**src/hdl/phd_pkg.sv**
```systemverilog
`timescale 1ns / 1ps
`default_nettype none
// ----------------------------------------------------------------------------
// phd_pkg
// types, constants and codes shared by the hit detector and beat clock
// ----------------------------------------------------------------------------
package phd_pkg;

  localparam int ADC_BITS_DEF = 10;
  localparam int TIME_W       = 32;
  localparam int THR_W        = 10;
  localparam int MS_W         = 16;
  localparam int POWER_W      = 16;

  localparam int DIGIT_W      = 4;
  localparam int ALU_STEPS    = TIME_W / DIGIT_W;
  localparam int ALU_CNT_W    = $clog2(ALU_STEPS);

  localparam int Q_FRAC       = 14;
  localparam int QUO_W        = 17;
  localparam int DIV_CNT_W    = $clog2(QUO_W + 1);

  localparam logic [QUO_W-1:0]   Q_ONE     = QUO_W'(16384);
  localparam logic [QUO_W-1:0]   Q_SAT_LIM = QUO_W'(49152);
  localparam logic [POWER_W-1:0] POWER_MIN = 16'h8000;

  localparam int PADDR_W = 4;
  localparam int PDATA_W = 32;

  localparam logic [THR_W-1:0] THR_RST    = THR_W'(15);
  localparam logic [MS_W-1:0]  HOLD_RST   = MS_W'(153);
  localparam logic [MS_W-1:0]  PERIOD_RST = MS_W'(612);
  localparam logic [MS_W-1:0]  WINDOW_RST = MS_W'(306);

  typedef enum logic [1:0] {
    REG_THRESHOLD,
    REG_HOLDOFF,
    REG_PERIOD,
    REG_WINDOW
  } phd_reg_t;

  typedef enum logic [1:0] {
    ST_IDLE,
    ST_ALU,
    ST_DIV,
    ST_FIN
  } phd_state_t;

  typedef struct packed {
    logic [THR_W-1:0] thr;
    logic [MS_W-1:0]  hold;
    logic [MS_W-1:0]  period;
    logic [MS_W-1:0]  window;
  } phd_cfg_t;

  typedef struct packed {
    logic done;
    logic ge_hit;
    logic ge_beat;
  } phd_alu_st_t;

  typedef struct packed {
    logic               done;
    logic [POWER_W-1:0] power;
  } phd_div_st_t;

endpackage

`default_nettype wire

```
**src/hdl/phd_cfg_regs.sv**
```systemverilog
`timescale 1ns / 1ps
`default_nettype none
// ----------------------------------------------------------------------------
// phd_cfg_regs
// apb register file: threshold, holdoff, beat period, hit window
// ----------------------------------------------------------------------------
module phd_cfg_regs
  import phd_pkg::*;
(
  input  wire logic               clk,
  input  wire logic               rst,
  input  wire logic               psel,
  input  wire logic               penable,
  input  wire logic               pwrite,
  input  wire logic [PADDR_W-1:0] paddr,
  input  wire logic [PDATA_W-1:0] pwdata,
  output logic      [PDATA_W-1:0] prdata,
  output logic                    pready,
  output phd_cfg_t                cfg
);

  phd_reg_t reg_idx;
  logic     wr_en;

  assign reg_idx = phd_reg_t'(paddr[3:2]);
  assign wr_en   = psel && penable && pwrite;
  assign pready  = 1'b1;

  always_ff @(posedge clk) begin
    if (rst) begin
      cfg.thr    <= THR_RST;
      cfg.hold   <= HOLD_RST;
      cfg.period <= PERIOD_RST;
      cfg.window <= WINDOW_RST;
    end else if (wr_en) begin
      unique case (reg_idx)
        REG_THRESHOLD: cfg.thr    <= pwdata[THR_W-1:0];
        REG_HOLDOFF:   cfg.hold   <= pwdata[MS_W-1:0];
        REG_PERIOD:    cfg.period <= pwdata[MS_W-1:0];
        REG_WINDOW:    cfg.window <= pwdata[MS_W-1:0];
      endcase
    end
  end

  always_comb begin
    unique case (reg_idx)
      REG_THRESHOLD: prdata = PDATA_W'(cfg.thr);
      REG_HOLDOFF:   prdata = PDATA_W'(cfg.hold);
      REG_PERIOD:    prdata = PDATA_W'(cfg.period);
      REG_WINDOW:    prdata = PDATA_W'(cfg.window);
    endcase
  end

endmodule

`default_nettype wire

```
**config.mk**
```make
export PLATFORM = sky130hd
export DESIGN_NAME = phd_cfg_regs
export DESIGN_NICKNAME = d
export VERILOG_FILES = /design/src/hdl/phd_pkg.sv /design/src/hdl/phd_cfg_regs.sv
export SDC_FILE = /design/constraint.sdc
export NUM_CORES = 1
export LEC_CHECK = 0
export CAP_MARGIN = 10
export CORE_ASPECT_RATIO = 1.2
export CORE_UTILIZATION = 63
export DETAILED_ROUTE_END_ITERATION = 10
export DONT_BUFFER_PORTS = 1
export GPL_TIMING_DRIVEN = 0
export PLACE_DENSITY = 0.83
export SKIP_LAST_GASP = 1
export SYNTH_ARGS = -nofsm -noshare
export SYNTH_HDL_FRONTEND = slang
export SYNTH_SLANG_ARGS = --single-unit
```
**constraint.sdc**
```tcl
create_clock -name clk -period 1.4 [get_ports clk]
set_input_delay 0.14 -clock clk [delete_from_list [all_inputs] [get_ports clk]]
set_output_delay 0.14 -clock clk [all_outputs]
set_load 0.01 [all_outputs]
```
Word level (Yosys, flattened, before mapping):

Cells that the tools add are included.

* bits of input ports: 41
* bits in writable memories: 0
* bits in registers: 58
* memories kept: 0
* logic and storage cells: 15
* bits in latches: 0
* memory bits (read-only): 0

* bitwise gates (word level): 0
* equality and inequality tests: 3
* mux-type cells: 1
* shift operators: 0
* add/sub/neg operators: 0
* multiply operators: 0
* divide/modulo/power cells: 0
* reduce and logical (&&, ||, !) cells: 7
* magnitude comparators: 0

Operators by type and width (number)
* 32-bit case mux with 4 select lines: 1
* 2-bit AND reduction: 4
* 2-bit equality test, second input constant: 2
* 2-bit by 1-bit equality test with 1-bit output, second input constant: 1
* 1-bit logical AND: 2
* 2-bit zero test: 1

Longest topological paths before layout:

* depth in word-level cells: 3
* mapped depth: 6

Worst setup path before layout:

Ideal clock, no wire load.

* path kind: input-to-reg
* start point: input port pwrite
* end point: register cfg[36] (netlist bit)
* data required time: 1278 ps
* data arrival time: 942 ps
* stages: 6
* buffers on the path: 3
* path slack: 336 ps
* cell sequence: and3_1 -> buf_6 -> and2_4 -> buf_6 -> buf_6 -> mux2i_1

* longest elaborated chain between the ends: 2

Ends and longest elaborated chain
* start: declaration: RTL line phd_cfg_regs.sv:14 `input wire logic pwrite,`
* 1-bit logical AND: RTL line phd_cfg_regs.sv:26 `assign wr_en = psel && penable && pwrite;`
* 2-bit AND reduction (no source line)
* end: declaration: RTL line phd_cfg_regs.sv:19 `output phd_cfg_t cfg`

Every way passes these cells.
A chain may end at the register's enable or synchronous reset.

Final worst setup path:

* start point: register cfg[2] (netlist bit)
* end point: output port prdata[2]

* longest elaborated chain between the ends: 1

Ends and longest elaborated chain
* 32-bit case mux with 4 select lines: RTL line phd_cfg_regs.sv:46 `unique case (reg_idx)`
* end: declaration: RTL line phd_cfg_regs.sv:17 `output logic [PDATA_W-1:0] prdata,`

Every way passes these cells. The select of a mux whose other input is x is not followed.

==> summary.txt <==
Detailed routing
  – Vias/cell: approximately 5.6
  – Final ANT Viol Nets: 0
  – Drt total wl: approximately 6.7 mm
  – Iter 0 DRT Violations: between 100 and 150
  – Routed wire length per instance: roughly 19 um
  – # DRC: 0
  – Vias post-DR: approximately 2000
  – Detailed Routing Iterations Pass 1: 4

Power
  – Clock share of power: 0.407
  – PD cells: around 1100 nW/um^2
  – Internal power: approximately 2600 uW
  – Max VDD drop: about 0.68 mV
  – Gate power share: 0.097
  – Leakage: 0.001449 uW
  – P_sw: ~870 uW
  – Reg power frac: 0.496
  – Switching portion of total power: 0.2540

Layout
  – Fill cells: 318
  – Antenna Cells: 0
  – Finished Core Util: 0.7510
  – Regs by FF count: cfg (58)
  – Layout area overhead: 13.21%
  – Final net count: 343
  – Biggest register: cfg
  – Largest register FFs: 58
  – Ratio of cells with drive above 1 in the final layout: 0.2117

Floorplanning
  – Core area: about 4300 sq um
  – Die ar.: just under 5000 sq um
  – Rows: 26
  – Die height: between 70 and 80 um
  – Starting Density: 0.6634
  – Die width: 63.62 um
  – I/O Pins: about 130

Setup path
  – Crit end category: output port
  – CP Launch Type: flip-flop
  – R2r setup slk: 0.65 ns
  – Critical Path Max Stage Delay: 0.53 ns
  – Crit path max fanout: 3
  – Crit path buf inv count: 0
  – Reg-to-Reg Start: cfg[39]$_SDFFE_PP1P_
  – CP Cell Sequence: mux4_2
  – Crit path DAT: between 1 and 1.5 ns
  – R2R depth: 1
  – Crit-path slowest cell: mux4_2
  – Critical path type: flip-flop to output port
  – Crit path required time: approximately 1.3 ns
  – R2r endpoint: cfg[39]$_SDFFE_PP1P_
  – Worst path top cell family by delay: multiplexers

Clocking
  – CTS tree: done
  – Postcts setup bufs: 0
  – Total CTS buffers: 9
  – CTS Buffer Depth: 2
  – CTS sink cnt: 58
  – H-Tree Depth: 3
  – Root buffer cell: clkbuf_8
  – Clock transition at the registers of the reported paths: 0.06 ns
  – Clock Latency Late Sink: about 0.33 ns

Synth
  – Yosys top cell area share: 0.4045
  – YS warnings: 0
  – Cell area after synthesis: 2870 sq um
  – Yosys top cell by area: dfxtp_1
  – Sequential share of the synthesized area: 0.4045
  – Mean Syn Cell Area: between 10 and 15 sq um
  – Gate Count Post-Synth: about 270
  – FF+latch count, synth: 58
  – Synth cell types: 21
  – Cells taking the most area after synthesis: dfxtp_1, mux2i_1, nand2b_1

STA
  – Setup Skew: 0 ns
  – Worst-Margin Slew: roughly 0.52 ns
  – Max frequency: around 0.73 GHz
  – Final WS setup: between 0.03 and 0.04 ns
  – RSZ-0062 raised after global routing: false
  – TNS Setup: 0 ns
  – Worst slew margin: 0.6522
  – Final critical-path required period: ~1.4 ns
  – Hold Vio Cnt, Final: 0
  – Pins Over Slew Limit: 0
  – Final setup viols: 0
  – Period utilization: 0.9762

Worst hold path
  – Hold endpoint: cfg[4]$_SDFFE_PP1P_
  – HP Class: input port to flip-flop
  – Hold path startpoint: pwdata[4]
  – Hold depth: 2

Place
  – Quantity of I/O buffers inserted on ports: 0
  – Worst slack at placement: ~0.056 ns
  – RD Place Congestion: roughly 0.8
  – DP HPWL: 4.701 mm

Global route
  – Initial antenna violation count: 0
  – Largest net degree at the start of global routing: 11
  – Number of global-route vias before repair: roughly 2100
  – Gr usage total: 0.2968
  – Total grt overflow: 0
  – First-pass GRT wire length: 10.61 mm

Outcome
  – Status: completed

Job
  – Max-cap violation count: 0
-- what timing repair did --
item / CTS / global route
endpoints found under the hold margin: 15 / 0
setup endpoints to repair: 0 / 2
hold buffers: 7 / 0
gates resized for setup: 0 / 2
-- per-layer routing --
layer	wire length, um	GRT usage	part of all wire
met1	2612	0.3446	0.39
met2	3413	0.4979	0.51
met3	570	0.06928	0.085
met4	129	0.1568	0.019
met5	0	0	0
-- metrics by stage --
| step | hold WS (ns) | total power, uW | cell area, sq um | std cells |
|---|---|---|---|---|
| final | 0.002749 | 3431 | 3249 | 363 |
| after global routing | 0.01398 | 3555 | 3249 | 363 |
| after CTS | 0.0007768 | 3430 | 3247 | 363 |
| after detailed placement | 0.3235 | 2054 | 2997 | 340 |
| after global placement | 0.3132 | 2051 | 2997 | 340 |
| after floorplan | 0.3072 | 1992 | 2927 | 284 |
-- layout by cell type (no fill, tap or decap), drive strengths merged --
cell | netlist | routed
buf | 27 | 27
mux2i | 57 | 57
clkbuf | 9 | 20
and3b | 1 | 1
mux2 | 6 | 6
mux4 | 10 | 10
and3 | 3 | 3
nand3 | 1 | 1
nand2 | 2 | 2
and2 | 1 | 1
nand3b | 1 | 1
nor2b | 1 | 1
clkinv | 0 | 5
a211o | 1 | 1
dlygate4sd3 | 0 | 7
conb | 2 | 17
nor2 | 25 | 25
a22o | 6 | 6
nand2b | 58 | 58
dfxtp | 58 | 58
-- cell usage after synthesis (all sizes together) --
library cell,count
a211o,1
a22o,6
and2,1
and3,3
and3b,1
buf,27
clkbuf,9
conb,2
dfxtp,58
mux2,6
mux2i,57
mux4,10
nand2,2
nand2b,58
nand3,1
nand3b,1
nor2,25
nor2b,1
-- cell families after synthesis --
kind of cell,after synthesis,share of synthesized area
and+or+nand+nor,93,0.1844
other,2,0.002616
DFF,58,0.4045
muxes,73,0.3008
buffers and inverters,36,0.08631
AOI/OAI and AO/OA,7,0.02136
-- layout make-up --
cell class | instances | area (sq um) | share of cell area
clock buffer | 11 | 151.4 | 0.04659
tap | 56 | 70.07 | 0.02156
clock inverter | 5 | 28.78 | 0.008856
multi-input combinational | 190 | 1518 | 0.4671
timing repair buffer | 7 | 70.07 | 0.02156
sequential | 58 | 1164 | 0.3581
buffer | 36 | 247.7 | 0.07624
-- worst max path at each step --
| stage | slack (ns) | from | to | cells after the start |
|---|---|---|---|---|
| after global placement | 0.09 | rst | cfg[1]$_SDFFE_PP1P_ | 4 |
| after detailed placement | 0.06 | rst | cfg[36]$_SDFFE_PP1P_ | 4 |
| after floorplan | 0.34 | pwrite | cfg[36]$_SDFFE_PP1P_ | 6 |
| after global routing | 0.004 | cfg[2]$_SDFFE_PP0P_ | prdata[2] | 1 |
| after CTS | 0.02 | cfg[9]$_SDFFE_PP0P_ | prdata[9] | 1 |
| final | 0.03 | cfg[2]$_SDFFE_PP0P_ | prdata[2] | 1 |
-- power by group through the flow --
stage	clock network, uW	registers, uW	logic (uW)
after floorplan	0	1730	259
after global placement	0	1740	312
after detailed placement	0	1740	314
after CTS	1390	1700	333
after global routing	1490	1700	358
final	1400	1700	333
Power figures use the tool's default switching activity.
