**src/hdl/phd_pkg.sv**
```systemverilog
`timescale 1ns / 1ps
`default_nettype none
// ----------------------------------------------------------------------------
// phd_pkg
// types, constants and codes shared by the hit detector and beat clock
// ----------------------------------------------------------------------------
package phd_pkg;

  localparam int ADC_BITS_DEF = 10;
  localparam int TIME_W       = 32;
  localparam int THR_W        = 10;
  localparam int MS_W         = 16;
  localparam int POWER_W      = 16;

  localparam int DIGIT_W      = 4;
  localparam int ALU_STEPS    = TIME_W / DIGIT_W;
  localparam int ALU_CNT_W    = $clog2(ALU_STEPS);

  localparam int Q_FRAC       = 14;
  localparam int QUO_W        = 17;
  localparam int DIV_CNT_W    = $clog2(QUO_W + 1);

  localparam logic [QUO_W-1:0]   Q_ONE     = QUO_W'(16384);
  localparam logic [QUO_W-1:0]   Q_SAT_LIM = QUO_W'(49152);
  localparam logic [POWER_W-1:0] POWER_MIN = 16'h8000;

  localparam int PADDR_W = 4;
  localparam int PDATA_W = 32;

  localparam logic [THR_W-1:0] THR_RST    = THR_W'(15);
  localparam logic [MS_W-1:0]  HOLD_RST   = MS_W'(153);
  localparam logic [MS_W-1:0]  PERIOD_RST = MS_W'(612);
  localparam logic [MS_W-1:0]  WINDOW_RST = MS_W'(306);

  typedef enum logic [1:0] {
    REG_THRESHOLD,
    REG_HOLDOFF,
    REG_PERIOD,
    REG_WINDOW
  } phd_reg_t;

  typedef enum logic [1:0] {
    ST_IDLE,
    ST_ALU,
    ST_DIV,
    ST_FIN
  } phd_state_t;

  typedef struct packed {
    logic [THR_W-1:0] thr;
    logic [MS_W-1:0]  hold;
    logic [MS_W-1:0]  period;
    logic [MS_W-1:0]  window;
  } phd_cfg_t;

  typedef struct packed {
    logic done;
    logic ge_hit;
    logic ge_beat;
  } phd_alu_st_t;

  typedef struct packed {
    logic               done;
    logic [POWER_W-1:0] power;
  } phd_div_st_t;

endpackage

`default_nettype wire

```
**src/hdl/phd_serial_alu.sv**
```systemverilog
`timescale 1ns / 1ps
`default_nettype none
// ----------------------------------------------------------------------------
// phd_serial_alu
// nibble-serial pass over the 32-bit time words: holdoff and beat compares,
// next holdoff and beat times, and the magnitude of the beat offset
// ----------------------------------------------------------------------------
module phd_serial_alu
  import phd_pkg::*;
(
  input  wire logic              clk,
  input  wire logic              rst,
  input  wire logic              start,
  input  wire logic [TIME_W-1:0] now_ms,
  input  wire logic [TIME_W-1:0] next_hit,
  input  wire logic [TIME_W-1:0] next_beat,
  input  wire logic [MS_W-1:0]   hold,
  input  wire logic [MS_W-1:0]   period,
  output phd_alu_st_t            st,
  output logic      [TIME_W-1:0] hit_sum,
  output logic      [TIME_W-1:0] beat_sum,
  output logic      [TIME_W-1:0] mag
);

  logic                 busy;
  logic                 done;
  logic [ALU_CNT_W-1:0] cnt;

  logic [TIME_W-1:0] sr_now, sr_hit, sr_beat, sr_hold, sr_per;
  logic [TIME_W-1:0] sr_d1, sr_d2;
  logic              c_ge, c_d1, c_d2, c_s1, c_s2;

  logic [DIGIT_W:0] t_ge, t_d1, t_d2, t_s1, t_s2;

  // one digit of each chain, lsb first
  always_comb begin
    t_ge = {1'b0, sr_now[DIGIT_W-1:0]} + {1'b0, ~sr_hit[DIGIT_W-1:0]} + (DIGIT_W+1)'(c_ge);
    t_d1 = {1'b0, sr_now[DIGIT_W-1:0]} + {1'b0, ~sr_beat[DIGIT_W-1:0]} + (DIGIT_W+1)'(c_d1);
    t_d2 = {1'b0, sr_beat[DIGIT_W-1:0]} + {1'b0, ~sr_now[DIGIT_W-1:0]} + (DIGIT_W+1)'(c_d2);
    t_s1 = {1'b0, sr_now[DIGIT_W-1:0]} + {1'b0, sr_hold[DIGIT_W-1:0]} + (DIGIT_W+1)'(c_s1);
    t_s2 = {1'b0, sr_beat[DIGIT_W-1:0]} + {1'b0, sr_per[DIGIT_W-1:0]} + (DIGIT_W+1)'(c_s2);
  end

  always_ff @(posedge clk) begin
    if (rst) begin
      busy <= 1'b0;
      cnt  <= '0;
      done <= 1'b0;
    end else begin
      done <= 1'b0;
      if (start) begin
        busy <= 1'b1;
        cnt  <= '0;
      end else if (busy) begin
        cnt <= cnt + 1'b1;
        if (cnt == ALU_CNT_W'(ALU_STEPS - 1)) begin
          busy <= 1'b0;
          done <= 1'b1;
        end
      end
    end
  end

  always_ff @(posedge clk) begin
    if (start) begin
      sr_now  <= now_ms;
      sr_hit  <= next_hit;
      sr_beat <= next_beat;
      sr_hold <= TIME_W'(hold);
      sr_per  <= TIME_W'(period);
      c_ge    <= 1'b1;
      c_d1    <= 1'b1;
      c_d2    <= 1'b1;
      c_s1    <= 1'b0;
      c_s2    <= 1'b0;
    end else if (busy) begin
      sr_now  <= sr_now  >> DIGIT_W;
      sr_hit  <= sr_hit  >> DIGIT_W;
      sr_beat <= sr_beat >> DIGIT_W;
      sr_hold <= sr_hold >> DIGIT_W;
      sr_per  <= sr_per  >> DIGIT_W;
      sr_d1    <= {t_d1[DIGIT_W-1:0], sr_d1[TIME_W-1:DIGIT_W]};
      sr_d2    <= {t_d2[DIGIT_W-1:0], sr_d2[TIME_W-1:DIGIT_W]};
      hit_sum  <= {t_s1[DIGIT_W-1:0], hit_sum[TIME_W-1:DIGIT_W]};
      beat_sum <= {t_s2[DIGIT_W-1:0], beat_sum[TIME_W-1:DIGIT_W]};
      c_ge    <= t_ge[DIGIT_W];
      c_d1    <= t_d1[DIGIT_W];
      c_d2    <= t_d2[DIGIT_W];
      c_s1    <= t_s1[DIGIT_W];
      c_s2    <= t_s2[DIGIT_W];
    end
  end

  // carry out of a - b means a >= b
  assign st  = '{done: done, ge_hit: c_ge, ge_beat: c_d1};
  assign mag = sr_d1[TIME_W-1] ? sr_d2 : sr_d1;

endmodule

`default_nettype wire

```
**config.mk**
```make
export PLATFORM = sky130hd
export DESIGN_NAME = phd_serial_alu
export DESIGN_NICKNAME = d
export VERILOG_FILES = /design/src/hdl/phd_pkg.sv /design/src/hdl/phd_serial_alu.sv
export SDC_FILE = /design/constraint.sdc
export NUM_CORES = 1
export LEC_CHECK = 0
export ABC_AREA = 1
export BUFFER_PORTS_ARGS = -buffer_cell sky130_fd_sc_hd__buf_2
export CAP_MARGIN = 20
export CORE_ASPECT_RATIO = 0.5
export CORE_UTILIZATION = 54
export DETAILED_ROUTE_END_ITERATION = 12
export GPL_ROUTABILITY_DRIVEN = 0
export PLACE_DENSITY = 0.87
export SETUP_SLACK_MARGIN = 0.15
export SYNTH_ARGS = -nofsm -noshare
export SYNTH_HDL_FRONTEND = slang
export SYNTH_SLANG_ARGS = --single-unit
```
**constraint.sdc**
```tcl
create_clock -name clk -period 4.07 [get_ports clk]
set_input_delay 0 -clock clk [delete_from_list [all_inputs] [get_ports clk]]
set_output_delay 0 -clock clk [all_outputs]
set_load 0.01 [all_outputs]
```
-- Yosys cells after proc, flatten, opt, wreduce, memory -nomap -nowiden
Cells that the tools add are included.
- bitwise gates (word level): 5
- reduce and logical (&&, ||, !) cells: 4
- mux-type cells: 15
- $add $sub $neg: 11
- eq/ne operators: 1
- operator list (cell ; count):
    $mux W32 ; 7
    $mux W16 ; 4
    $add A4 B4 Y5 ; 5
    $add A5 B1 Y5 ; 5
    $not A4 Y4 ; 3
    $mux W1 ; 4
    $add A3 B1 Y3 const B ; 1
    $eq A3 B3 Y1 const B ; 1
    $reduce_or A3 Y1 ; 1
    $not A1 Y1 ; 2
    $reduce_and A2 Y1 ; 1
    $reduce_bool A2 Y1 ; 1
    $reduce_or A2 Y1 ; 1
- output and inout port bits: 99
- logic and storage cells: 53
- input port bits: 131
- register bits after elaboration: 266

-- Longest topological paths before layout
- depth in word-level cells: 4
- gate-level depth with buffers: 8
- gate-level depth less buffers: 8

-- Worst setup path before layout
No wires, ideal clock.
- path type: register to register
- from: register busy
- to: register beat_sum[0] (enable)
- cell stages (with the launch flop): 3
- arrival: 3.032 ns
- buffers on the path: 0
- data required time: 3.587 ns
- clock period less this slack: 3.515 ns
- library setup time: 0.483 ns
- slack: 0.555 ns
- cells stage by stage: dfxtp_1 nand2_2 inv_1
- longest elaborated chain between the ends: 1
- ends and longest elaborated chain (what ; RTL line ; RTL):
    start, declared ; phd_serial_alu.sv:25 ; logic busy;
    start signal, assigned ; phd_serial_alu.sv:46 ; busy <= 1'b0;
    start signal, assigned ; phd_serial_alu.sv:52 ; busy <= 1'b1;
    start signal, assigned ; phd_serial_alu.sv:57 ; busy <= 1'b0;
    $reduce_and A2 Y1 (no source line) ; - ;
    end signal, assigned ; phd_serial_alu.sv:85 ; beat_sum <= {t_s2[DIGIT_W-1:0], beat_sum[TIME_W-1:DIGIT_W]};
    end, declared ; phd_serial_alu.sv:21 ; output logic [TIME_W-1:0] beat_sum,
Every way passes these cells.
A chain may end at the register's enable or synchronous reset.

-- Worst setup path after layout
- from: register busy
- to: register hit_sum[25] (enable)
- longest elaborated chain between the ends: 1
- ends and longest elaborated chain (what ; RTL line ; RTL):
    $reduce_and A2 Y1 (no source line) ; - ;
    end signal, assigned ; phd_serial_alu.sv:84 ; hit_sum <= {t_s1[DIGIT_W-1:0], hit_sum[TIME_W-1:DIGIT_W]};
    end, declared ; phd_serial_alu.sv:20 ; output logic [TIME_W-1:0] hit_sum,
Every way passes these cells.

==> flow_metrics.py <==
metrics = {
    "outcome": {
        "status": "finished, final reports clean",
    },
    "die": {
        "dieArea_mm2": 0.0203,
        "die_w_um": 200,
        "die_h_um": 101,
        "start_util_pct": 56.5,
        "pin_count": 230,
        "design.core.area_mm2": 0.0188,
        "row_count": 35,
    },
    "logic_synthesis": {
        "syn_area_per_cell_um2": 13.0,
        "ys_types": 23,
        "netlist_area_mm2": 0.0106,
        "syn_nets": 977,
        "ys_ff_latch": 266,
        "synth_seq_area_share_pct": 74.2,
        "synth_edf_count": 256,
        "ys.warnings.count": 0,
        "synth_flop_cell": "edfxtp_1",
        "syn_inst": 820,
        "synth-async-reset-ratio_pct": 0,
    },
    "routing": {
        "dr.first_iter.drc_count": 507,
        "postRouteAntennaNets": 0,
        "viasPerCell": 5.11,
        "first_pass_iters": 5,
        "drt-total-wl_um": 25200,
        "drc": 0,
        "vias": 7483,
        "wl_per_cell_um": 17.2,
    },
    "grt": {
        "use_met3_pct": 3.93,
        "grt_antenna_before_repair": 2,
        "overflow": 0,
        "grt_max_degree": 133,
        "grt.busiest_layer": "met2",
        "grt_first_pass_wirelength_um": 37900,
        "grt_pass1_vias": 7454,
        "grtUsageMet2_pct": 43.0,
        "grtUsageMet1_pct": 29.3,
        "track_usage_pct": 24.2,
    },
    "pwr": {
        "vdd_ir_drop_max_uv": 255,
        "p_int_uw": 4770,
        "power_density_mw_per_mm2": 439,
        "p_sw_uw": 1440,
        "p_leak_uw": 0.00623,
        "p_clk_share_pct": 34.7,
        "seqPwrFrac_pct": 53.8,
        "switching_share_pct": 23.2,
        "comb_power_share_pct": 11.5,
    },
    "critical_path": {
        "crit_chain": "nand2_2 -> inv_4 -> buf_4",
        "crit_family": "buffers and inverters",
        "slowest_delay_ns": 0.76,
        "critPathCaptureType": "flop",
        "arrival_ns": 2.39,
        "worstSetupStartpointType": "flop",
        "path_class": "flop to flop",
        "crit_fanout": 90,
        "slowest_stage": "inv_4",
        "required_ns": 4.25,
        "critical_path_buf_inv_count": 2,
    },
    "cells_and_area": {
        "fillers": 1129,
        "final_util_pct": 75.1,
        "drive_gt1_share_pct": 25.1,
        "layout_common_cells": "nand2_1 (369), edfxtp_1 (256), buf_2 (228)",
        "final_common_cell": "nand2_1",
        "nets": 1344,
        "area_growth_pct": 33.0,
    },
    "clock_tree": {
        "cts_setup_buffers": 0,
        "cts_buffers": 24,
        "tritoncts": "done",
        "clkTransAtPathRegs_ns": 0.07,
        "cts_sinks": 266,
        "clock_path_buffers": 3,
        "cts_root_buffer": "clkbuf_16",
        "clk_latency_ns": 0.51,
        "htreeDepth": 1,
    },
    "sta": {
        "worst_pin_slew_ns": 1.05,
        "rsz0062_at_grt": "false",
        "skew_ns": 0.0200,
        "slew-limit-headroom_pct": 30.0,
        "finalSetupViolCount": 0,
        "fin_setup_tns_ns": 0,
        "timing.final.crit_share_pct": 54.2,
        "hold_violations": 0,
        "whs_ns": 0.263,
        "min_period_ns": 2.20,
        "maxSlewViolCount": 0,
        "fmax_mhz": 454,
    },
    "placed_design": {
        "port_buffers": 229,
        "hpwlAfterDp_um": 12900,
    },
    "hold_path": {
        "hp-class": "input port to flop",
    },
    "job": {
        "cap_violations": 0,
    },
}
==> stage by stage <==
stage	cells	instance area (um^2)	total power (uW)	setup slack, ns
6_report	1464	14100	6210	1.87
5_1_grt	1463	14100	6440	1.69
4_1_cts	1459	14100	6190	1.68
3_5_place_dp	1279	12000	3970	1.71
3_3_place_gp	1279	12000	3930	1.74
2_1_floorplan	820	10600	3750	0.555
==> kinds of logic (layout without fill, tap and decap cells) <==
kind of cell / count (synthesis) / in the layout / share of synthesized area (%)
adders and majority gates: 26 / 26 / 3.62
buffers and inverters: 86 / 468 / 3.67
DFF: 266 / 266 / 74.2
muxes: 31 / 31 / 3.28
AOI/OAI and AO/OA: 16 / 16 / 0.776
xor gates and xnor gates: 9 / 9 / 0.741
and+or+nand+nor: 386 / 386 / 13.8
other: 0 / 3 / 0
==> synth_stat cells (5+ instances only) <==
library cell | instances | share of area (%)
a21oi_1 | 11 | 0.52
buf_2 | 26 | 1.2
dfxtp_1 | 10 | 1.9
edfxtp_1 | 256 | 72
fa_1 | 8 | 1.5
ha_1 | 18 | 2.1
inv_1 | 49 | 1.7
mux2_2 | 29 | 3.1
nand2_1 | 369 | 13
nor2_1 | 10 | 0.35
xnor2_1 | 5 | 0.41
==> per-layer routing <==
layer / wire length (um) / part of all wire (%)
met5: 0 / 0
met4: 1300 / 5.2
met3: 1490 / 5.9
met2: 12700 / 50
met1: 9700 / 39
==> flip-flops by register name, summed over array words and instances, names as in the netlist <==
| signal | flops |
|---|---|
| sr_hit | 32 |
| cnt | 3 |
| sr_hold | 16 |
| c_ge | 1 |
| sr_beat | 32 |
| sr_d2 | 32 |
| sr_d1 | 32 |
| beat_sum | 32 |
| c_s2 | 1 |
| c_d2 | 1 |
| done | 1 |
| busy | 1 |
| hit_sum | 32 |
| c_s1 | 1 |
| c_d1 | 1 |
| sr_per | 16 |
| sr_now | 32 |
==> worst paths after layout <==
kind,startpoint,endpoint,slack (ns),depth (start not counted)
setup / recovery,busy,hit_sum[25],1.87,3
hold / removal,rst,busy,0.26,3
setup reg to reg,busy,hit_sum[25],1.87,3
hold reg to reg,sr_d2[26],sr_d2[22],0.44,0
==> worst register-to-register path, delay by kind of cell (launching register included) <==
| kind | cells | cell delay [ns] |
|---|---|---|
| buf+inv | 2 | 1.24 |
| flops | 1 | 0.47 |
| simple gates | 1 | 0.15 |
==> layout make-up <==
| type | instances | area (um^2) | area share (%) |
|---|---|---|---|
| Antenna cell | 3 | 7.51 | 0.0531 |
| Clock buffer | 32 | 652 | 4.61 |
| Clock inverter | 9 | 72.6 | 0.513 |
| Inverter | 52 | 199 | 1.41 |
| Multi-Input combinational cell | 468 | 2370 | 16.8 |
| Sequential cell | 266 | 7890 | 55.8 |
| Tap cell | 259 | 324 | 2.29 |
| Timing Repair Buffer | 375 | 2630 | 18.6 |
==> repair_timing <==
action                                  CTS  global route
resized for setup                         0             0
hold endpoints to repair                134             0
endpoints found under the setup margin    0             0
hold buffers                            139             0
==> power by group through the flow <==
stage	combinational [uW]	clock [uW]	sequential, uW
4_1_cts	691	2160	3330
3_3_place_gp	555	0	3380
5_1_grt	788	2290	3360
3_5_place_dp	582	0	3390
2_1_floorplan	364	0	3390
6_report	717	2150	3340
Note: power is estimated with default switching activity, not from simulation.
