[src/hdl/phd_pkg.sv]
`timescale 1ns / 1ps
`default_nettype none
// ----------------------------------------------------------------------------
// phd_pkg
// types, constants and codes shared by the hit detector and beat clock
// ----------------------------------------------------------------------------
package phd_pkg;

  localparam int ADC_BITS_DEF = 10;
  localparam int TIME_W       = 32;
  localparam int THR_W        = 10;
  localparam int MS_W         = 16;
  localparam int POWER_W      = 16;

  localparam int DIGIT_W      = 4;
  localparam int ALU_STEPS    = TIME_W / DIGIT_W;
  localparam int ALU_CNT_W    = $clog2(ALU_STEPS);

  localparam int Q_FRAC       = 14;
  localparam int QUO_W        = 17;
  localparam int DIV_CNT_W    = $clog2(QUO_W + 1);

  localparam logic [QUO_W-1:0]   Q_ONE     = QUO_W'(16384);
  localparam logic [QUO_W-1:0]   Q_SAT_LIM = QUO_W'(49152);
  localparam logic [POWER_W-1:0] POWER_MIN = 16'h8000;

  localparam int PADDR_W = 4;
  localparam int PDATA_W = 32;

  localparam logic [THR_W-1:0] THR_RST    = THR_W'(15);
  localparam logic [MS_W-1:0]  HOLD_RST   = MS_W'(153);
  localparam logic [MS_W-1:0]  PERIOD_RST = MS_W'(612);
  localparam logic [MS_W-1:0]  WINDOW_RST = MS_W'(306);

  typedef enum logic [1:0] {
    REG_THRESHOLD,
    REG_HOLDOFF,
    REG_PERIOD,
    REG_WINDOW
  } phd_reg_t;

  typedef enum logic [1:0] {
    ST_IDLE,
    ST_ALU,
    ST_DIV,
    ST_FIN
  } phd_state_t;

  typedef struct packed {
    logic [THR_W-1:0] thr;
    logic [MS_W-1:0]  hold;
    logic [MS_W-1:0]  period;
    logic [MS_W-1:0]  window;
  } phd_cfg_t;

  typedef struct packed {
    logic done;
    logic ge_hit;
    logic ge_beat;
  } phd_alu_st_t;

  typedef struct packed {
    logic               done;
    logic [POWER_W-1:0] power;
  } phd_div_st_t;

endpackage

`default_nettype wire

[src/hdl/phd_divider.sv]
`timescale 1ns / 1ps
`default_nettype none
// ----------------------------------------------------------------------------
// phd_divider
// bit-serial restoring divider: power = 1.0 - offset * 2^14 / window in q2.14,
// one quotient bit per cycle, saturated at -2.0
// ----------------------------------------------------------------------------
module phd_divider
  import phd_pkg::*;
(
  input  wire logic              clk,
  input  wire logic              rst,
  input  wire logic              start,
  input  wire logic [TIME_W-1:0] mag,
  input  wire logic [MS_W-1:0]   window,
  output phd_div_st_t            st
);

  localparam int LOW_W = 3;

  logic                 busy;
  logic                 done;
  logic [DIV_CNT_W-1:0] cnt;
  logic                 big;
  logic [MS_W-1:0]      win;
  logic [MS_W-1:0]      rem;
  logic [QUO_W-1:0]     feed;
  logic [QUO_W-1:0]     quo;

  logic [MS_W-1:0]    win_eff;
  logic [TIME_W-1:0]  win_x8;
  logic [MS_W:0]      trial;
  logic [MS_W:0]      diff;
  logic               qbit;
  logic [POWER_W-1:0] power;

  assign win_eff = (window == '0) ? MS_W'(1) : window;
  assign win_x8  = TIME_W'({win_eff, {LOW_W{1'b0}}});

  always_comb begin
    trial = {rem, feed[QUO_W-1]};
    diff  = trial - {1'b0, win};
    qbit  = (trial >= {1'b0, win});
  end

  always_ff @(posedge clk) begin
    if (rst) begin
      busy <= 1'b0;
      cnt  <= '0;
      done <= 1'b0;
    end else begin
      done <= 1'b0;
      if (start) begin
        busy <= 1'b1;
        cnt  <= '0;
      end else if (busy) begin
        cnt <= cnt + 1'b1;
        if (cnt == DIV_CNT_W'(QUO_W - 1)) begin
          busy <= 1'b0;
          done <= 1'b1;
        end
      end
    end
  end

  // quotient fits 17 bits unless offset >= 8 * window
  always_ff @(posedge clk) begin
    if (start) begin
      big  <= (mag >= win_x8);
      win  <= win_eff;
      rem  <= mag[MS_W+LOW_W-1:LOW_W];
      feed <= {mag[LOW_W-1:0], {Q_FRAC{1'b0}}};
      quo  <= '0;
    end else if (busy) begin
      rem  <= qbit ? diff[MS_W-1:0] : trial[MS_W-1:0];
      feed <= feed << 1;
      quo  <= {quo[QUO_W-2:0], qbit};
    end
  end

  always_comb begin
    if (big || (quo > Q_SAT_LIM)) begin
      power = POWER_MIN;
    end else begin
      power = POWER_W'(Q_ONE - quo);
    end
  end

  assign st = '{done: done, power: power};

endmodule

`default_nettype wire

[config.mk]
export PLATFORM = sky130hd
export DESIGN_NAME = phd_divider
export DESIGN_NICKNAME = d
export VERILOG_FILES = /design/src/hdl/phd_pkg.sv /design/src/hdl/phd_divider.sv
export SDC_FILE = /design/constraint.sdc
export NUM_CORES = 1
export LEC_CHECK = 0
export BUFFER_PORTS_ARGS = -buffer_cell sky130_fd_sc_hd__buf_2
export CAP_MARGIN = 20
export CORE_MARGIN = 1
export CORE_UTILIZATION = 55
export DETAILED_ROUTE_END_ITERATION = 10
export GPL_TIMING_DRIVEN = 1
export PLACE_DENSITY = 0.84
export SLEW_MARGIN = 10
export SYNTH_ARGS = -nofsm -noshare
export SYNTH_HDL_FRONTEND = slang
export SYNTH_SLANG_ARGS = --single-unit
[constraint.sdc]
create_clock -name clk -period 3.4 [get_ports clk]
set_input_delay 0.34 -clock clk [delete_from_list [all_inputs] [get_ports clk]]
set_output_delay 0.34 -clock clk [all_outputs]
set_load 0.02 [all_outputs]
# Word level (Yosys, flattened, before mapping)
# Cells that the tools add are included.
[word_totals]
output_inout_bits = 17
inputBits = 51
ff_bits = 60
wordCells = 32
[classes]
add_sub_neg = 3
n_eq_ne = 1
reduce_logical = 5
magnitude_cmp = 3
bitwise_logic = 1
mux = 11
[ops]
columns = ["op", "count"]
rows = [
  ["$mux W16", 5],
  ["$mux W17", 2],
  ["$ge A32 B19 Y1", 1],
  ["$ge A17 B16 Y1", 1],
  ["$gt A17 B16 Y1 const B", 1],
  ["$logic_not A16 Y1", 1],
  ["$sub A15 B16 Y16 const A", 1],
  ["$sub A16 B16 Y16", 1],
  ["$add A5 B1 Y5 const B", 1],
  ["$eq A5 B5 Y1 const B", 1],
  ["$mux W1", 4],
  ["$reduce_or A3 Y1", 1],
  ["$reduce_bool A2 Y1", 1],
  ["$reduce_or A2 Y1", 1],
  ["$logic_or A1 B1 Y1", 1],
  ["$not A1 Y1", 1],
]

# Logic depth before layout (Yosys ltp)
# Gate-level depths: netlist of the first run.
[logic_depth]
depth_word = 4
depth_mapped = 11
mapped_depth_nobuf = 10

# Least setup slack after synthesis of the first run
# No wires, ideal clock.
[synth_timing]
path_type = "flip-flop to output port"
start = "register quo[0]"
end = "output st[7] (netlist bit)"
path_buffers = 0
t_arrival_ps = 2768
slack_ps = 292
required_ps = 3060
stages_incl_launch_ff = 9
cell_sequence = "dfxtp_1 -> inv_1 -> ha_1 -> nand2_1 -> or3_4 -> or3_4 -> or4_4 -> a311o_2 -> nor3_1"
[synth_rtl]
columns = ["item", "line", "text"]
rows = [
  ["from (decl)", "phd_divider.sv:28", "logic [QUO_W-1:0] quo;"],
  ["from (signal assigned)", "phd_divider.sv:77", "quo <= {quo[QUO_W-2:0], qbit};"],
  ["to (decl)", "phd_divider.sv:16", "output phd_div_st_t st"],
]

==> results of run 1 <==
## power by group through the flow
stage,clock (W),combinational (W),sequential [W]
final,0.000627,0.000953,0.000918
after CTS,0.000640,0.000933,0.000915
after global placement,0,0.000891,0.000926
after detailed placement,0,0.000925,0.000929
after floorplan,0,0.000714,0.000915
after global routing,0.000670,0.00105,0.000924
## worst paths after layout
check / start / end / cells past startpoint
worst min register to register: quo[0] / quo[0] / 2
worst max-delay path: quo[0] / st[12] / 9
worst min-delay path: rst / busy / 2
worst max register to register: rem[2] / rem[4] / 9
## through the flow
stage | setup TNS (ns) | utilization [%] | worst slack, ns | hold slack (ns)
floorplan | 0 | - | 0.292 | 0.412
global placement | 0 | 63.6 | 0.340 | 0.482
detailed placement | 0 | 63.6 | 0.268 | 0.500
CTS | 0 | 66.6 | 0.00836 | 0.163
global route | -0.00239 | 67.2 | -0.00127 | 0.161
finish | 0 | 67.2 | 0.0700 | 0.180
## per-layer routing
| layer | vias up | share of wire [%] | track usage [%] |
|---|---|---|---|
| met5 | - | 0 | 0 |
| met1 | 1596 | 42 | 27.6 |
| li1 | 1677 | - | - |
| met4 | 0 | 4.0 | 14.8 |
| met3 | 26 | 3.9 | 5.18 |
| met2 | 89 | 51 | 44.9 |
## kinds of logic (layout without fill, tap and decap cells)
group / count (synthesis) / in the layout / synth area share (%)
AND/OR/NAND/NOR: 144 / 144 / 18.2
AO/OA/AOI/OAI: 76 / 77 / 13.2
buffers and inverters: 73 / 135 / 7.02
flip-flops: 60 / 60 / 38.4
adder cells (fa/ha/maj): 36 / 36 / 11.3
XOR/XNOR: 28 / 28 / 6.04
multiplexers: 23 / 23 / 5.82
## registers in the layout, summed over array words and instances, names as in the netlist
name,count
busy,1
done,1
quo,17
feed,3
big,1
win,16
cnt,5
rem,16
## cell type report
cell class	count	share of cell area, %
clock buffers	12	3.79
clock inverters	4	0.427
inverters	41	3.28
multi-input cells	308	47.7
flip-flops and latches	60	33.3
well taps	96	2.56
repair buffers	78	8.96
## placed cells by master, fill, tap and decap left out, drive strengths merged, types with 3 or more instances in the layout
cell type	instances
nand2b	3
a311o	3
o211ai	3
inv	41
clkbuf	12
nor3	15
o21a	6
buf	78
mux2i	18
clkinv	3
nor2	53
xnor2	15
a21oi	22
nor2b	8
ha	35
a21o	7
nand3	3
o21ai	8
o31a	3
a221o	7
mux2	5
nor4	9
nand2	22
or4	3
edfxtp	36
nand3b	3
or2	3
o311ai	3
or3	4
dfxtp	24
xor2	13
nand4	6
and3b	4
## repair_timing
item,4_1_cts,5_1_grt
setup endpoints to repair,16,9
pin swaps,1,5
gates resized for setup,0,7
gates cloned,1,0
buffers inserted,0,4
==> run_results.csv, run 1 <==
group,metric,value,unit
power_and_ir_drop,power_frac_comb,38.2,%
grt,antenna_found_initial,0,
synthesis,synth_most_common_cell,"nor2_1",
sta,setup_viol,0,
grt,track_usage,25.2,%
setup_path,cp-end-kind,"output port",
placed_design,port_buffers,67,
clock_network,cts_tree,"built",
grt,grt_overflow,0,
job,maxCapViolCount,0,
sta,fin_skew,0.00669,ns
synthesis,synth_cell_types,56,
final_layout,area_growth,15.5,%
setup_path,cp_max_fo,8,
route,final_antenna_net_count,0,
clock_network,clkTransAtPathRegs,0.06,ns
floorplanning,start_util,58.2,%
synthesis,synth-main-ff-cell,"edfxtp_1",
sta,slew_headroom,61.4,%
clock_network,cts_buffer_depth,2,
synthesis,syn_nets,527,
sta,worst_slew_pin_slew,0.579,ns
clock_network,cts-root-buf,"clkbuf_8",
route,wirelength,9050,um
clock_network,cts-hold-fix-buffers,0,
power_and_ir_drop,powerDensity,532,nW/um^2
grt,grt_start_max_net_pins,33,
setup_path,crit_path_frequent_cell,"or3_4",
synthesis,yosys-top-cells-area,"edfxtp_1, dfxtp_1, ha_1",
power_and_ir_drop,p_total,0.00250,W
synthesis,avgSynthCellArea,9.23,um^2
final_layout,layout-drive-gt1-share,22.3,%
clock_network,cts.htree.levels,3,
setup_path,crit_chain,"inv_2 -> ha_2 -> nand2_2 -> or3_4 -> or3_4 -> or4_4 -> a311o_2 -> nor2_1 -> buf_2",
synthesis,ys_seq_elements,60,
setup_path,crit_required,3.06,ns
floorplanning,die_y,87.9,um
route,drc,0,
route,drt_iter0_drc,132,
floorplanning,io_pins,68,
setup_path,cp_slowest_cell,"a311o_2",
setup_path,ff2ff_setup_slack,0.35,ns
setup_path,slowest_delay,0.50,ns
setup_path,cp.buffers_inverters,2,
placed_design,placedInstanceArea,4440,um^2
setup_path,crit_type,"reg -> out",
sta,period_share,97.9,%
final_layout,multi_input_area,2240,um^2
power_and_ir_drop,p_int,0.00165,W
synthesis,synth_top_area_cell,"edfxtp_1",
sta,hold_viol_final,0,
sta,max_freq,300,MHz
floorplanning,die_area,7730,um^2
synthesis,netlist_instances,440,
route,via_per_inst,5.66,
power_and_ir_drop,power.net_switching,0.000846,W
synthesis,syn-cell-area,4060,um^2
worst_hold_path,min_path_type,"in -> reg",
placed_design,gp_congestion,0.866,
synthesis,synth-edff-count,36,
route,wl_per_cell,15.1,um
outcome,status,"finished, final reports clean",
clock_network,cts_made_buffers,9,
floorplanning,rows,30,
synthesis,synth-warning-count,0,
final_layout,final-seq-area,1560,um^2
sta,maxSlewViolCount,0,
setup_path,cp.arrival,2.99,ns
power_and_ir_drop,swShare,33.9,%
placed_design,dp.cells,578,
power_and_ir_drop,seqPwrFrac,36.7,%
synthesis,synth_top_area_share,26.6,%
route,dr.pass1.iters,4,
clock_network,clock_latency,0.34,ns
final_layout,final_cells,599,
sta,layout_min_cycle_time,3.33,ns
final_layout,antennaDiodeCount,0,
power_and_ir_drop,leakage,2.13,nW
setup_path,path_delay_family,"simple AND/OR/NAND/NOR gates",
route,num_vias,3388,
placed_design,dp_hpwl,6800,um
power_and_ir_drop,clkPwrFrac,25.1,%
final_layout,stdcell_area,4690,um^2
synthesis,ys_seq_area_share,38.4,%
power_and_ir_drop,ir_worst_vdd,284,uV
grt,grt_pass1_wl,14800,um
synthesis,async_flop_share,0,%
clock_network,clock_sinks,60,
floorplanning,coreArea,6980,um^2
setup_path,cp-start-kind,"flip-flop",
floorplanning,die_w,87.9,um
final_layout,fillers,567,
final_layout,nNetsFinal,585,
synthesis,synthTopCellsByCount,"nor2_1, inv_1, edfxtp_1",
grt,grt_pass1_vias,3405,
No activity file was read; power rests on OpenSTA's default activity.
==> inputs of run 2 (changes only) <==
==> constraint.sdc (replaced) <==
create_clock -name clk -period 3.4 [get_ports clk]
set_input_delay 0.17 -clock clk [delete_from_list [all_inputs] [get_ports clk]]
set_output_delay 0.17 -clock clk [all_outputs]
set_load 0.02 [all_outputs]
==> run 2 against run 1 <==
  * Clock power fell by 2%
  * Sequential power barely moved
  * Non-clock buffer count fell by 4
  * Register-to-register slack barely moved
  * Sequential share of layout area rose by 0.31 points
  * Hold slack got worse by 0.15 ns
  * Critical path type unchanged
  * Highest routed layer unchanged
==> run_results.csv, run 2 (same netlist as run 1, synthesis figures left out) <==
group,metric,value,unit
clock_network,cts_buffer_depth,2,
sta,worst_slew_pin_slew,0.604,ns
sta,hold_viol_final,0,
sta,setup_tns,0,ns
route,via_per_inst,5.70,
clock_network,cts_tree,"built",
sta,layout_min_cycle_time,3.26,ns
job,maxCapViolCount,0,
route,final_antenna_net_count,0,
route,num_vias,3394,
clock_network,post-cts-setup-buffer-count,0,
floorplanning,io_pins,68,
power_and_ir_drop,p_total,0.00248,W
sta,maxSlewViolCount,0,
floorplanning,start_util,58.2,%
final_layout,final_common_cell,"buf_2",
setup_path,crit_path_end,"st[7]",
placed_design,gp_congestion,0.845,
placed_design,dp_hpwl,6830,um
clock_network,cts-root-buf,"clkbuf_8",
power_and_ir_drop,p_int,0.00162,W
setup_path,crit_required,3.23,ns
floorplanning,coreArea,6980,um^2
final_layout,area_growth,14.3,%
final_layout,final_cells,595,
setup_path,cp.arrival,3.09,ns
route,dr.pass1.iters,6,
worst_hold_path,hp-start,"window[9]",
sta,fin_skew,0.0116,ns
power_and_ir_drop,leakage,2.11,nW
clock_network,clock_latency,0.35,ns
route,drc,0,
sta,rsz0062_at_grt,"false",
sta,slew_headroom,59.7,%
setup_path,crit_path_start,"quo[0]",
final_layout,nNetsFinal,581,
final_layout,layout-drive-gt1-share,20.8,%
grt,track_usage,25.5,%
power_and_ir_drop,swShare,34.5,%
floorplanning,die_area,7730,um^2
grt,grt_pass1_wl,14900,um
final_layout,antennaDiodeCount,0,
power_and_ir_drop,ir_worst_vdd,267,uV
final_layout,top_register,"quo",
worst_hold_path,min_path_type,"in -> reg",
power_and_ir_drop,powerDensity,534,nW/um^2
power_and_ir_drop,seqPwrFrac,37.1,%
final_layout,final_util,66.5,%
clock_network,clkTransAtPathRegs,0.07,ns
floorplanning,die_y,87.9,um
grt,grt_overflow,0,
floorplanning,rows,30,
setup_path,r2r-start,"rem[3]",
final_layout,layout_common_cells,"buf_2, nor2_1, inv_1, edfxtp_1, ha_1",
grt,grt_start_max_net_pins,35,
power_and_ir_drop,power.net_switching,0.000855,W
floorplanning,die_w,87.9,um
sta,max_freq,306,MHz
route,wirelength,9200,um
setup_path,cp_max_fo,8,
setup_path,r2r_cells,9,
sta,setup_viol,0,
final_layout,reg.largest.list,"quo (17), rem (16), win (16)",
power_and_ir_drop,clkPwrFrac,24.9,%
setup_path,crit_type,"reg -> out",
final_layout,largest_reg_flops,17,
clock_network,cts_made_buffers,9,
grt,grt_pass1_vias,3235,
placed_design,port_buffers,67,
setup_path,timing.rr.end,"rem[15]",
clock_network,cts.htree.levels,3,
setup_path,ff2ff_setup_slack,0.35,ns
setup_path,cp-end-kind,"output port",
sta,period_share,96.0,%
route,drt_iter0_drc,136,
route,wl_per_cell,15.5,um
outcome,status,"finished, final reports clean",
clock_network,clock_sinks,60,
placed_design,dp.cells,577,
setup_path,cp-start-kind,"flip-flop",
power_and_ir_drop,power_frac_comb,38.0,%
grt,antenna_found_initial,0,
-- run 2: worst max-delay path, cell delays in order, from the launching register on --
cell and delay (ns):
dfxtp_1 0.35, inv_2 0.07, ha_2 0.18, nand2_1 0.08
or3_4 0.35, or3_4 0.36, or4_4 0.52, a311o_2 0.46
nor3_1 0.19, buf_2 0.18
-- run 2: area by class of cell --
class,instances,area (um^2)
Fill cell,571,2340
Multi-Input combinational cell,308,2230
Tap cell,96,120
Inverter,41,154
Sequential cell,60,1560
Clock inverter,3,17.5
Clock buffer,13,170
Timing Repair Buffer,74,390
-- run 2: worst min path at each step --
| stage | endpoint | slack, ns | cells past startpoint |
|---|---|---|---|
| after CTS | win[3] | 0.02 | 1 |
| final | win[9] | 0.03 | 1 |
| after detailed placement | busy | 0.35 | 2 |
| after global placement | busy | 0.35 | 2 |
| after global routing | win[3] | 0.02 | 1 |
| after floorplan | busy | 0.24 | 1 |
-- run 2: what timing repair did --
action,4_1_cts,5_1_grt
hold buffers,1,0
gates resized for setup,0,2
endpoints found under the hold margin,1,0
endpoints found under the setup margin,0,16
-- run 2: through the flow --
step                instance area, um^2  setup slack (ns)  hold slack (ns)
floorplan                          4060             0.462            0.242
global placement                   4430             0.471            0.351
detailed placement                 4430             0.415            0.351
CTS                                4630            0.0230           0.0222
global route                       4640            0.0114           0.0194
finish                             4640             0.136           0.0318
-- run 2: power groups by stage --
| stage | registers (W) | clock network [W] | logic [W] |
|---|---|---|---|
| detailed placement | 0.000932 | 0 | 0.000919 |
| global placement | 0.000928 | 0 | 0.000897 |
| floorplan | 0.000915 | 0 | 0.000714 |
| finish | 0.000919 | 0.000616 | 0.000943 |
| CTS | 0.000917 | 0.000629 | 0.000930 |
| global route | 0.000925 | 0.000661 | 0.00103 |
-- run 2: metal layers --
layer	GRT usage [%]	up-vias	wire length, um
met5	0	-	0
met4	10.3	0	230
met3	6.50	22	499
met2	45.2	104	4680
met1	29.2	1598	3790
li1	-	1670	-
